## config.mk

```make
export PLATFORM = sky130hd
export DESIGN_NAME = command_packet_deframer_flat
export DESIGN_NICKNAME = d
export VERILOG_FILES = /design/src/rtl/cpd_pkg.sv /design/src/rtl/cpd_if.sv /design/src/rtl/cpd_step.sv /design/src/rtl/command_packet_deframer.sv /design/src/flat_wrapper.sv
export SDC_FILE = /design/constraint.sdc
export NUM_CORES = 1
export LEC_CHECK = 0
export ABC_AREA = 1
export BUFFER_PORTS_ARGS = -buffer_cell sky130_fd_sc_hd__buf_2
export CAP_MARGIN = 0
export CORE_ASPECT_RATIO = 1.25
export CORE_MARGIN = 1
export CORE_UTILIZATION = 59
export CTS_CLUSTER_SIZE = 25
export DETAILED_ROUTE_END_ITERATION = 8
export HOLD_SLACK_MARGIN = 0.12
export PLACE_DENSITY = 0.85
export SLEW_MARGIN = 0
export SYNTH_ARGS = -nofsm -noshare
export SYNTH_HDL_FRONTEND = slang
export SYNTH_SLANG_ARGS = --single-unit
```

## constraint.sdc

```tcl
create_clock -name clk -period 3.52 [get_ports clk]
set_input_delay 0.176 -clock clk [delete_from_list [all_inputs] [get_ports clk]]
set_output_delay 0.176 -clock clk [all_outputs]
set_load 0.005 [all_outputs]
```

## src/rtl/cpd_pkg.sv

```systemverilog
// shared types, constants and helper functions for the command packet deframer
package cpd_pkg;

    localparam int HEADER_BYTES_DEF = 4;

    localparam logic [7:0] FLAG_DRIVE    = 8'b0000_0001;
    localparam logic [7:0] FLAG_RESPONSE = 8'b0000_0010;
    localparam logic [7:0] FLAG_SLEEP    = 8'b0000_0100;
    localparam logic [7:0] FLAG_ACK      = 8'b0000_1000;

    localparam logic [1:0] KIND_HEADER = 2'd0;
    localparam logic [1:0] KIND_BODY   = 2'd1;
    localparam logic [1:0] KIND_END    = 2'd2;

    localparam logic [1:0] CMD_DRIVE    = 2'd0;
    localparam logic [1:0] CMD_RESPONSE = 2'd1;
    localparam logic [1:0] CMD_SLEEP    = 2'd2;

    typedef struct packed {
        logic [7:0]  byte_position;
        logic [15:0] count_latch;
        logic [7:0]  flag_latch;
        logic [7:0]  length_latch;
        logic [7:0]  ones_total;
    } deframe_state_t;

    typedef struct packed {
        logic [1:0]  item_kind;
        logic [7:0]  body_byte;
        logic [7:0]  body_index;
        logic [15:0] packet_count;
        logic [1:0]  command;
        logic        ack_flag;
        logic [7:0]  frame_length;
        logic        check_ok;
        logic        length_error;
    } deframe_result_t;

    function automatic logic [3:0] ones_in(input logic [7:0] v);
        logic [3:0] n;
        n = 4'd0;
        for (int i = 0; i < 8; i++)
        begin
            n = n + 4'(v[i]);
        end
        return n;
    endfunction

    function automatic logic [1:0] decode_command(input logic [7:0] f);
        logic [1:0] c;
        if ((f & FLAG_DRIVE) != 8'd0)
        begin
            c = CMD_DRIVE;
        end
        else if ((f & FLAG_RESPONSE) != 8'd0)
        begin
            c = CMD_RESPONSE;
        end
        else if ((f & FLAG_SLEEP) != 8'd0)
        begin
            c = CMD_SLEEP;
        end
        else
        begin
            c = CMD_DRIVE;
        end
        return c;
    endfunction

endpackage

```

## src/rtl/cpd_if.sv

```systemverilog
// stream interfaces for received bytes and deframed result items
interface cpd_in_if;
    logic       valid;
    logic       ready;
    logic [7:0] rx_byte;
    logic       restart;

    modport source (output valid, output rx_byte, output restart, input ready);
    modport sink (input valid, input rx_byte, input restart, output ready);
endinterface

interface cpd_out_if;
    logic        valid;
    logic        ready;
    logic [1:0]  item_kind;
    logic [7:0]  body_byte;
    logic [7:0]  body_index;
    logic [15:0] packet_count;
    logic [1:0]  command;
    logic        ack_flag;
    logic [7:0]  frame_length;
    logic        check_ok;
    logic        length_error;

    modport source (
        output valid, output item_kind, output body_byte, output body_index,
        output packet_count, output command, output ack_flag, output frame_length,
        output check_ok, output length_error, input ready
    );
    modport sink (
        input valid, input item_kind, input body_byte, input body_index,
        input packet_count, input command, input ack_flag, input frame_length,
        input check_ok, input length_error, output ready
    );
endinterface

```

## src/rtl/cpd_step.sv

```systemverilog
// next-state and result logic for one received byte
module cpd_step
    import cpd_pkg::*;
#(
    parameter int HEADER_BYTES = HEADER_BYTES_DEF
)
(
    input  deframe_state_t  cur_state,
    input  logic [7:0]      rx_byte,
    input  logic            restart,
    output deframe_state_t  next_state,
    output deframe_result_t result
);

    localparam logic [7:0] LAST_HEADER = 8'(HEADER_BYTES - 1);
    localparam logic [7:0] MIN_LENGTH  = 8'(HEADER_BYTES + 1);
    localparam logic [7:0] HDR_LEN     = 8'(HEADER_BYTES);

    deframe_state_t st;
    deframe_state_t upd;
    logic [7:0]     ones_sum;

    always_comb
    begin
        st         = restart ? '0 : cur_state;
        ones_sum   = st.ones_total + 8'(ones_in(rx_byte));
        upd        = st;
        result     = '0;
        next_state = '0;

        if (st.byte_position < HDR_LEN)
        begin
            case (st.byte_position)
                8'd0:    upd.count_latch[7:0]  = rx_byte;
                8'd1:    upd.count_latch[15:8] = rx_byte;
                8'd2:    upd.flag_latch        = rx_byte;
                default: upd.length_latch      = rx_byte;
            endcase
            upd.ones_total = ones_sum;
            if (st.byte_position == LAST_HEADER && rx_byte < MIN_LENGTH)
            begin
                // short length closes the frame at once
                result.item_kind    = KIND_END;
                result.packet_count = upd.count_latch;
                result.command      = decode_command(upd.flag_latch);
                result.ack_flag     = (upd.flag_latch & FLAG_ACK) != 8'd0;
                result.frame_length = rx_byte;
                result.length_error = 1'b1;
            end
            else
            begin
                next_state               = upd;
                next_state.byte_position = st.byte_position + 8'd1;
                result.item_kind         = KIND_HEADER;
            end
        end
        else if (({1'b0, st.byte_position} + 9'd1) >= {1'b0, st.length_latch})
        begin
            // check byte
            result.item_kind    = KIND_END;
            result.packet_count = st.count_latch;
            result.command      = decode_command(st.flag_latch);
            result.ack_flag     = (st.flag_latch & FLAG_ACK) != 8'd0;
            result.frame_length = st.length_latch;
            result.check_ok     = st.ones_total == rx_byte;
        end
        else
        begin
            result.item_kind         = KIND_BODY;
            result.body_byte         = rx_byte;
            result.body_index        = st.byte_position - HDR_LEN;
            next_state               = st;
            next_state.ones_total    = ones_sum;
            next_state.byte_position = st.byte_position + 8'd1;
        end
    end

endmodule

```

## src/rtl/command_packet_deframer.sv

```systemverilog
// command packet deframer top level: packet state and registered result stage
// the result item of an accepted byte is registered and valid in the cycle after it is accepted
// throughput: one byte per cycle while the output is not stalled
// input ready drops only while a result waits and the output is stalled
// reset clears the packet state and the output valid; the first byte after
// reset is taken as the first count byte of a packet
module command_packet_deframer
    import cpd_pkg::*;
#(
    parameter int HEADER_BYTES = HEADER_BYTES_DEF
)
(
    input  logic          clk,
    input  logic          rst_n,
    cpd_in_if.sink        bytes_in,
    cpd_out_if.source     items_out
);

    deframe_state_t  state_reg;
    deframe_state_t  state_next;
    deframe_result_t result_reg;
    deframe_result_t result_next;
    logic            out_valid_reg;
    logic            in_accept;

    assign bytes_in.ready = !out_valid_reg || items_out.ready;
    assign in_accept      = bytes_in.valid && bytes_in.ready;

    cpd_step #(
        .HEADER_BYTES (HEADER_BYTES)
    ) u_step (
        .cur_state  (state_reg),
        .rx_byte    (bytes_in.rx_byte),
        .restart    (bytes_in.restart),
        .next_state (state_next),
        .result     (result_next)
    );

    always_ff @(posedge clk or negedge rst_n)
    begin
        if (!rst_n)
        begin
            state_reg     <= '0;
            out_valid_reg <= 1'b0;
        end
        else
        begin
            if (in_accept)
            begin
                state_reg     <= state_next;
                out_valid_reg <= 1'b1;
            end
            else if (items_out.ready)
            begin
                out_valid_reg <= 1'b0;
            end
        end
    end

    always_ff @(posedge clk)
    begin
        if (in_accept)
        begin
            result_reg <= result_next;
        end
    end

    assign items_out.valid        = out_valid_reg;
    assign items_out.item_kind    = result_reg.item_kind;
    assign items_out.body_byte    = result_reg.body_byte;
    assign items_out.body_index   = result_reg.body_index;
    assign items_out.packet_count = result_reg.packet_count;
    assign items_out.command      = result_reg.command;
    assign items_out.ack_flag     = result_reg.ack_flag;
    assign items_out.frame_length = result_reg.frame_length;
    assign items_out.check_ok     = result_reg.check_ok;
    assign items_out.length_error = result_reg.length_error;

endmodule

```

## src/flat_wrapper.sv

```systemverilog
// flat-port wrapper written by rule: the top's interface ports become plain ports
module command_packet_deframer_flat import cpd_pkg::*;
#(
    parameter int HEADER_BYTES = HEADER_BYTES_DEF
)
  (clk, rst_n, bytes_in_valid, bytes_in_rx_byte, bytes_in_restart, bytes_in_ready, items_out_valid, items_out_item_kind, items_out_body_byte, items_out_body_index, items_out_packet_count, items_out_command, items_out_ack_flag, items_out_frame_length, items_out_check_ok, items_out_length_error, items_out_ready);
  cpd_in_if bytes_in_i ();
  cpd_out_if items_out_i ();
  input  logic clk;
  input  logic rst_n;
  input wire logic [$bits(bytes_in_i.valid)-1:0] bytes_in_valid;
  input wire logic [$bits(bytes_in_i.rx_byte)-1:0] bytes_in_rx_byte;
  input wire logic [$bits(bytes_in_i.restart)-1:0] bytes_in_restart;
  output wire logic [$bits(bytes_in_i.ready)-1:0] bytes_in_ready;
  output wire logic [$bits(items_out_i.valid)-1:0] items_out_valid;
  output wire logic [$bits(items_out_i.item_kind)-1:0] items_out_item_kind;
  output wire logic [$bits(items_out_i.body_byte)-1:0] items_out_body_byte;
  output wire logic [$bits(items_out_i.body_index)-1:0] items_out_body_index;
  output wire logic [$bits(items_out_i.packet_count)-1:0] items_out_packet_count;
  output wire logic [$bits(items_out_i.command)-1:0] items_out_command;
  output wire logic [$bits(items_out_i.ack_flag)-1:0] items_out_ack_flag;
  output wire logic [$bits(items_out_i.frame_length)-1:0] items_out_frame_length;
  output wire logic [$bits(items_out_i.check_ok)-1:0] items_out_check_ok;
  output wire logic [$bits(items_out_i.length_error)-1:0] items_out_length_error;
  input wire logic [$bits(items_out_i.ready)-1:0] items_out_ready;
  assign bytes_in_i.valid = bytes_in_valid;
  assign bytes_in_i.rx_byte = bytes_in_rx_byte;
  assign bytes_in_i.restart = bytes_in_restart;
  assign bytes_in_ready = bytes_in_i.ready;
  assign items_out_valid = items_out_i.valid;
  assign items_out_item_kind = items_out_i.item_kind;
  assign items_out_body_byte = items_out_i.body_byte;
  assign items_out_body_index = items_out_i.body_index;
  assign items_out_packet_count = items_out_i.packet_count;
  assign items_out_command = items_out_i.command;
  assign items_out_ack_flag = items_out_i.ack_flag;
  assign items_out_frame_length = items_out_i.frame_length;
  assign items_out_check_ok = items_out_i.check_ok;
  assign items_out_length_error = items_out_i.length_error;
  assign items_out_i.ready = items_out_ready;
  command_packet_deframer #(.HEADER_BYTES(HEADER_BYTES)) u_core (.clk(clk), .rst_n(rst_n), .bytes_in(bytes_in_i), .items_out(items_out_i));
endmodule
```

==> results_dict.tcl, run 1 <==
set metrics [dict create \
    overflow 0 \
    status "completed" \
    ios 62 \
    hold_viol_final 0 \
    synthAdderAreaFrac_pct 6.668 \
    synth-simple-area-share_pct 26.52 \
    antenna_left 0 \
    worstReg2RegStart "u_core.state_reg[0]" \
    wl_mm 14.50 \
    critPathTopFamily "adder cells" \
    synthMuxAreaShare_pct 0 \
    syn_inst 694 \
    core_area_sq_um 9223 \
    syn_area_sq_um 5629 \
    synth_top_family_by_area "simple AND/OR/NAND/NOR gates" \
    fin_skew_ns 0.005344 \
    htreeDepth 3 \
    synth_cell_types 38 \
    avgRoutedWirePerCell_um 16.61 \
    final_cells 873 \
    synth_nets 734 \
    grt_usage_pct 31.26 \
    die_w_um 89.37 \
    finalSetupViolations 0 \
    antenna_found_initial 0 \
    layout_commonest_cell "nand2_1" \
    netlist.area_leader.share_pct 25.07 \
    crit_chain "buf_2, fa_1, inv_1, fa_1, fa_1, fa_1, fa_1, nand3b_1, nand2_1, nand2_1, o21ai_0, nand2_1, nor2_1, nand3_1, nand2_1" \
    grt_pass1_wl_mm 23.71 \
    fmax_ghz 0.3096 \
    clock_latency_ns 0.35 \
    dpl.hpwl_mm 9.471 \
    required_ns 3.80 \
    drive_above_1_share_pct 16.67 \
    numClockSinks 92 \
    drt_first_pass_iters 6 \
    die_height_um 111.2 \
    path_common_cell "fa_1" \
    grt_max_degree 58 \
    vias 5159 \
    crit_type "input port to register" \
    path_buf_inv 2 \
    cpPeakStageDelay_ns 0.54 \
    root_buffer "clkbuf_16" \
    yosysSeqAreaShare_pct 45.08 \
    cts_buffers 9 \
    synth_compound_area_share_pct 10.82 \
    p_per_area_nw_per_um2 537.9 \
    first_global_vias 4944 \
    period_share_pct 91.75 \
    drc 0 \
    drv_cap 0 \
    synth_area_per_cell_sq_um 8.111 \
    holdCritPathClass "input port to register" \
    max_slew_margin_pct 26.43 \
    arrival_ns 3.51 \
    rows 39 \
    synth_top_area_cell "edfxtp_1" \
    clock_path_buffers 2 \
    dieArea_sq_um 9938 \
    tritoncts "done" \
    p_leak_nw 3.114 \
    largest_reg_flops 44 \
    synth_area_leaders "edfxtp_1 25%, dfrtp_1 20%, nand2_1 11%" \
    gp_congestion 0.8765 \
    worst_setup_path_end_kind "register" \
    critPathLaunchType "input port" \
    synth_flop_cell "edfxtp_1" \
    viasPerCell 5.910 \
    drt_iter0_drc 577 \
    dp.cells 855 \
    drv_slew 0 \
    worstHoldStart "bytes_in_restart" \
    stdcell_area_sq_um 6366 \
    cp-startpoint "bytes_in_rx_byte[0]" \
    async_flop_share_pct 48.91 \
    cpMaxStageDelayCell "fa_1" \
    ys_ff_latch 92 \
    rsz0062_at_grt "no" \
    nets 785 \
    synthXorXnorAreaFrac_pct 2.023 \
    final_util_pct 69.03 \
    final_cell_mix "161 x nand2_1, 76 x inv_1, 74 x nor2_1, 61 x buf_2, 47 x edfxtp_1" \
    antenna-diode-count 0 \
    ir_drop_mv 0.2922 \
    period_needed_ns 3.230 \
    initial_core_util_pct 61.04 \
    clk_pin_slew_ns 0.06 \
    synth_edf_count 47 \
    port_buffers 61 \
    crit_path_max_fanout 3 \
    worst_slew_pin_slew_ns 1.104 \
    yosys_warnings 0 \
    dpl_cell_area_sq_um 6020 \
    syn2layout_area_growth_pct 13.09 \
]
## cells by family after synthesis
group	count (synthesis)
AOI/OAI and AO/OA	108
xor gates and xnor gates	13
buffers and inverters	120
adders and majority gates	27
DFF	92
and+or+nand+nor	334
## timing repair
item	in CTS	in global routing
endpoints found under the hold margin	46	0
endpoints found under the setup margin	0	0
buffers inserted	0	0
hold buffers	2	0
gates resized for setup	0	0
## final cells by class
type                    count  area (sq um)
fillers                   696          2856
flip-flops and latches     92          2537
well taps                 123         153.9
multi-input cells         482          2591
clock buffers              11         242.7
clock inverters             5         83.83
inverters                  86         324.1
repair buffers             74         432.9
## per-stage QoR
step	total power, mW	setup TNS [ns]	hold slack, ns	setup slack, ns
detailed placement	2.351	-0.03633	0.4418	-0.03633
global placement	2.295	0	0.4381	0.09069
floorplan	2.100	0	-0.1196	0.2987
finish	3.424	0	0.2812	0.2904
CTS	3.410	0	0.2739	0.3074
global route	3.598	0	0.3068	0.1011
## final timing paths
| path | end | slack (ns) | cells after the start |
|---|---|---|---|
| max | u_core.state_reg[6] | 0.29 | 15 |
| min | u_core.state_reg[16] | 0.28 | 4 |
| max reg2reg | u_core.state_reg[6] | 0.34 | 13 |
| min reg2reg | u_core.state_reg[3] | 0.49 | 2 |
| max in group asynchronous | u_core.state_reg[24] | 2.26 | 2 |
| min in group asynchronous | u_core.state_reg[41] | 0.58 | 2 |
## report_power, final
part / internal, mW / total [mW] / switching, mW / leakage (nW)
clock: 0.644 / 1.06 / 0.413 / 0.152
combinational: 0.330 / 0.988 / 0.658 / 1.95
sequential: 1.30 / 1.38 / 0.0806 / 1.02
total: 2.27 / 3.42 / 1.15 / 3.11
## layer usage
layer | routed length [um] | share of wire [%] | global-route usage (%)
met5 | 0 | 0 | 0
met4 | 847 | 5.8 | 20.32
met3 | 1090 | 7.5 | 4.021
met2 | 7065 | 49 | 50.03
met1 | 5498 | 38 | 38.99
## cells in the mapped netlist (13+ instances only)
library cell / n
nand2_1: 161
dfrtp_1: 45
ha_1: 22
buf_2: 15
a21oi_1: 44
a21oi_2: 15
nor2_1: 74
nand4_1: 31
clkbuf_1: 13
inv_1: 77
edfxtp_1: 47
o21ai_0: 25
o21ai_1: 18
nand3_1: 45
xor2_1: 13
## worst reg2reg max path: cells and delay by family (launching register included)
kind / cells / cell delay (ns)
adders and majority gates: 4 / 1.75
and+or+nand+nor: 8 / 0.82
DFF: 1 / 0.38
AOI/OAI and AO/OA: 1 / 0.15
(Power assumes the default switching activity.)
==> inputs of run 2 (changes only) <==
- CORE_ASPECT_RATIO: 1.25 -> 0.6
- CORE_UTILIZATION: 59 -> 25
- MAX_ROUTING_LAYER: unset -> met4
- PLACE_DENSITY: 0.85 -> 0.46
==> run 2 against run 1 <==
Effect of this change:
- clock power barely moved
- sequential power barely moved
- total power fell by 0.86%
- first-iteration DRC count fell by 51%
- maximum frequency rose by 1.1%
- critical path depth rose by 3
- hold slack improved by 0.0015 ns
- sequential share of layout area fell by 1.7 points
- largest cell class unchanged
- worst setup slack improved by 0.034 ns
- non-clock buffer count rose by 13
- die area rose by 130%
==> results_dict.tcl, run 2 (same netlist as run 1, synthesis figures left out) <==
set metrics [dict create \
    layout_commonest_cell "nand2_1" \
    dieArea_sq_um 23140 \
    avgRoutedWirePerCell_um 16.52 \
    vias 4850 \
    drv_slew 0 \
    drc 0 \
    grt_usage_pct 16.22 \
    fin_skew_ns 0.01065 \
    antenna-diode-count 0 \
    dp.cells 1031 \
    crit_type "register to register" \
    critPathLaunchType "register" \
    rsz0062_at_grt "no" \
    final_util_pct 30.12 \
    fin_hold_ws_ns 0.2827 \
    period_share_pct 90.79 \
    worstHoldStart "bytes_in_restart" \
    core_area_sq_um 22070 \
    arrival_ns 3.33 \
    grt_max_degree 51 \
    port_buffers 61 \
    cp-startpoint "u_core.state_reg[41]" \
    finalSetupViolations 0 \
    cpMaxStageDelayCell "dfrtp_1" \
    multi_input_area_sq_um 2591 \
    overflow 0 \
    worstReg2RegStart "u_core.state_reg[41]" \
    fillers 2395 \
    final_cell_mix "161 x nand2_1, 76 x inv_1, 74 x nor2_1, 61 x buf_2, 47 x edfxtp_1" \
    wl_mm 17.33 \
    grt_pass1_wl_mm 27.41 \
    clk_pin_slew_ns 0.08 \
    hold_viol_final 0 \
    initial_core_util_pct 25.50 \
    cpPeakStageDelay_ns 0.34 \
    max_slew_margin_pct 35.65 \
    largest_reg_flops 44 \
    post_cts_resize_count 0 \
    stdcell_area_sq_um 6649 \
    crit_chain "inv_1, nor2_1, ha_1, nand2_1, nor2_2, nand2_1, xor2_1, inv_1, ha_1, nand2_1, inv_1, nand4_1, nand2_1, nor2_4, nand2_2, nand2_2, buf_4, o21ai_1" \
    die_w_um 195.7 \
    required_ns 3.65 \
    p_per_area_nw_per_um2 510.6 \
    crit_path_max_fanout 12 \
    tns_ns 0 \
    die_height_um 118.2 \
    drv_cap 0 \
    status "completed" \
    p_leak_nw 3.171 \
    gp_congestion 0.8641 \
    viasPerCell 4.623 \
    antenna_found_initial 0 \
    fmax_ghz 0.3129 \
    worst_slew_pin_slew_ns 0.9652 \
    nets 798 \
    drt_iter0_drc 282 \
    numClockSinks 92 \
    first_global_vias 4642 \
    clock_path_buffers 2 \
    rows 42 \
    r2r_slack_ns 0.32 \
    drive_above_1_share_pct 18.22 \
    cts_buffers 9 \
    holdCritPathClass "input port to register" \
    final_cells 1049 \
    dpl_cell_area_sq_um 6322 \
    syn2layout_area_growth_pct 18.12 \
    ios 62 \
    worst_setup_path_end_kind "register" \
    htreeDepth 3 \
    dpl.hpwl_mm 11.72 \
    clock_latency_ns 0.36 \
    antenna_left 0 \
    period_needed_ns 3.196 \
    root_buffer "clkbuf_16" \
    path_common_cell "nand2_1" \
    ir_drop_mv 0.2474 \
    drt_first_pass_iters 5 \
    tritoncts "done" \
    seqCellArea_sq_um 2537 \
]
run 2: critical path: cells and delay by family (launching register included):
kind	cells	cell delay, ns
XOR/XNOR	1	0.17
flip-flops	1	0.34
AO/OA/AOI/OAI	1	0.32
adder cells (fa/ha/maj)	2	0.62
AND/OR/NAND/NOR	10	1.13
buffers and inverters	4	0.40
run 2: power breakdown:
part	leakage (nW)	internal (mW)	switching [mW]
combinational	2.01	0.345	0.657
sequential	1.02	1.30	0.0701
clock	0.149	0.563	0.462
run 2: worst paths after layout:
path | endpoint | cells past startpoint
setup / recovery | u_core.items_out.command[1] | 18
hold / removal | u_core.state_reg[16] | 4
setup reg to reg | u_core.items_out.command[1] | 18
hold reg to reg | u_core.state_reg[41] | 2
max in group asynchronous | u_core.items_out.valid | 3
min in group asynchronous | u_core.state_reg[30] | 2
run 2: metrics by stage:
| stage | setup slack (ns) | power, mW |
|---|---|---|
| 3_3_place_gp | -0.01154 | 2.391 |
| 2_1_floorplan | 0.2987 | 2.100 |
| 6_report | 0.3241 | 3.395 |
| 4_1_cts | 0.3369 | 3.437 |
| 5_1_grt | 0.07159 | 3.647 |
| 3_5_place_dp | -0.03593 | 2.387 |
run 2: layout make-up:
type | instances | share of cell area (%)
clock buffers | 9 | 3.387
clock inverters | 7 | 1.223
inverters | 86 | 4.893
multi-input cells | 482 | 38.97
flip-flops and latches | 92 | 38.16
well taps | 286 | 5.382
repair buffers | 87 | 7.979
run 2: repair_timing:
action / CTS / global route
hold buffers: 2 / 0
endpoints found under the hold margin: 36 / 0
setup buffers: 0 / 0
run 2: metal layers:
layer	GRT usage (%)	share of wire [%]	wire, um
met5	-	0	0
met4	2.979	0.67	116
met3	4.709	7.0	1215
met2	20.38	38	6535
met1	25.01	55	9464
==> inputs of run 3 (changes only) <==
- RECOVER_POWER: unset -> 25
- SKIP_CTS_REPAIR_TIMING: unset -> 1
==> run 3 against run 2 <==
Effect of this change:
- total power hardly changed
- routed wire length is 0.18% higher
- cell area decreased by 0.60%
- die area is the same
- the run now ends with capacitance limit, slew limit left
- clock-buffer cell count unchanged
- largest cell class unchanged
- sequential power about the same
- register-to-register slack hardly changed
- core utilization fell by 0.18 points
- sequential share of layout area increased by 0.23 points
- combinational power about the same
- non-clock buffer count is 1 lower
- largest power group unchanged
==> results_dict.tcl, run 3 (same netlist as run 1, synthesis figures left out) <==
set metrics [dict create \
    avgRoutedWirePerCell_um 16.57 \
    core_area_sq_um 22070 \
    hold_end "u_core.items_out.valid" \
    antenna-diode-count 0 \
    max_slew_margin_pct -57.58 \
    overflow 0 \
    required_ns 3.66 \
    cpMaxStageDelayCell "dfrtp_1" \
    viasPerCell 4.610 \
    vias 4831 \
    worst_slew_pin_slew_ns 2.364 \
    period_share_pct 90.94 \
    ir_drop_mv 0.2482 \
    p_leak_nw 3.092 \
    crit_chain "inv_1, nor2_1, ha_1, nand2_1, nor2_2, nand2_1, xor2_1, inv_1, ha_1, nand2_1, inv_1, nand4_1, nand2_1, nor2_4, nand2_2, nand2_2, buf_4, o21ai_1" \
    crit_path_max_fanout 12 \
    critPathLaunchType "register" \
    drt_iter0_drc 301 \
    layout_commonest_cell "nand2_1" \
    finalSetupViolations 0 \
    final_cell_mix "161 x nand2_1, 76 x inv_1, 74 x nor2_1, 47 x edfxtp_1" \
    grt_usage_pct 16.21 \
    worstReg2RegStart "u_core.state_reg[41]" \
    drv_slew 37 \
    top_layer_used "met4" \
    cts_buffers 9 \
    p_per_area_nw_per_um2 513.4 \
    largest_reg_flops 44 \
    fin_skew_ns 0.01070 \
    cpPeakStageDelay_ns 0.34 \
    clock_latency_ns 0.36 \
    gp_congestion 0.8641 \
    seqCellArea_sq_um 2537 \
    fillers 2405 \
    violations "capacitance limit, slew limit" \
    wl_mm 17.36 \
    p_total_mw 3.393 \
    drt_first_pass_iters 7 \
    crit_type "register to register" \
    ios 62 \
    nets 797 \
    multi_input_area_sq_um 2591 \
    grt_max_degree 51 \
    drive_above_1_share_pct 15.09 \
    wl_met1_mm 9.661 \
    whs_path_depth 4 \
    status "finished, violations left" \
    final_util_pct 29.94 \
    arrival_ns 3.34 \
    die_w_um 195.7 \
    dp.cells 1031 \
    initial_core_util_pct 25.50 \
    drc 0 \
    wl_met3_mm 1.118 \
    dieArea_sq_um 23140 \
    critPathTopFamily "simple AND/OR/NAND/NOR gates" \
    hold_viol_final 0 \
    r2r-end "u_core.items_out.command[1]" \
    die_height_um 118.2 \
    drv_cap 1 \
    dpl.hpwl_mm 11.72 \
    tns_ns 0 \
    rsz0062_at_grt "no" \
    final_cells 1048 \
    clk_pin_slew_ns 0.07 \
    fmax_ghz 0.3124 \
    numClockSinks 92 \
    path_buf_inv 4 \
    antenna_found_initial 0 \
    period_needed_ns 3.201 \
    r2r_slack_ns 0.32 \
    holdCritPathClass "input port to register" \
    fin_hold_ws_ns 0.1073 \
    ff2ff_path_depth 18 \
    worst_setup_path_end_kind "register" \
    root_buffer "clkbuf_16" \
    wl_met2_mm 6.474 \
    tritoncts "done" \
    first_global_vias 4630 \
    path_common_cell "nand2_1" \
    syn2layout_area_growth_pct 17.40 \
    rows 42 \
    port_buffers 61 \
    path_depth 18 \
    htreeDepth 3 \
    clock_path_buffers 2 \
    grt_pass1_wl_mm 27.39 \
    antenna_left 0 \
    worstHoldStart "items_out_ready" \
]
==> run 3: cell types whose count changed in the layout (fill, tap and decap cells not counted), sizes merged <==
| cell | change |
|---|---|
| dlygate4sd3 | -1 |
| buf | -24 |
| clkbuf | +24 |
==> run 3: metrics by stage <==
stage	setup WS, ns	instance area, sq um
after floorplan	0.2987	5629
after global placement	-0.01154	6322
after detailed placement	-0.03593	6322
after CTS	0.3369	6629
after global routing	0.07159	6609
final	0.3188	6609
==> run 3: how the worst max path moves through the flow <==
stage	from	endpoint	slack, ns
2_1_floorplan	bytes_in_rx_byte[0]	u_core.state_reg[6]	0.30
3_3_place_gp	bytes_in_rx_byte[0]	u_core.state_reg[6]	-0.01
3_5_place_dp	bytes_in_rx_byte[0]	u_core.state_reg[6]	-0.04
4_1_cts	bytes_in_rx_byte[0]	u_core.state_reg[6]	0.34
5_1_grt	bytes_in_rx_byte[0]	u_core.state_reg[6]	0.07
6_report	u_core.state_reg[41]	u_core.items_out.command[1]	0.32
==> run 3: layout make-up <==
class / instances / share of cell area [%]
Clock inverter: 7 / 1.231
Sequential cell: 92 / 38.39
Timing Repair Buffer: 86 / 7.421
Clock buffer: 9 / 3.408
Multi-Input combinational cell: 482 / 39.21
Inverter: 86 / 4.922
Tap cell: 286 / 5.415
==> run 3: tightest hold or removal path: stages <==
cell and delay [ns]:
buf_2 0.07, inv_1 0.03, nand2_1 0.08, nand2_1 0.06
==> run 3: where the power goes <==
part / internal [mW] / switching [mW] / leakage, nW
Combinational: 0.340 / 0.658 / 1.93
Clock: 0.563 / 0.463 / 0.149
Sequential: 1.30 / 0.0708 / 1.02
Total: 2.20 / 1.19 / 3.09
==> run 3: metal layers <==
layer	global-route usage, %	up-vias
li1	-	2415
met4	2.979	0
met3	4.709	9
met1	25.01	2276
met5	-	-
met2	20.33	131
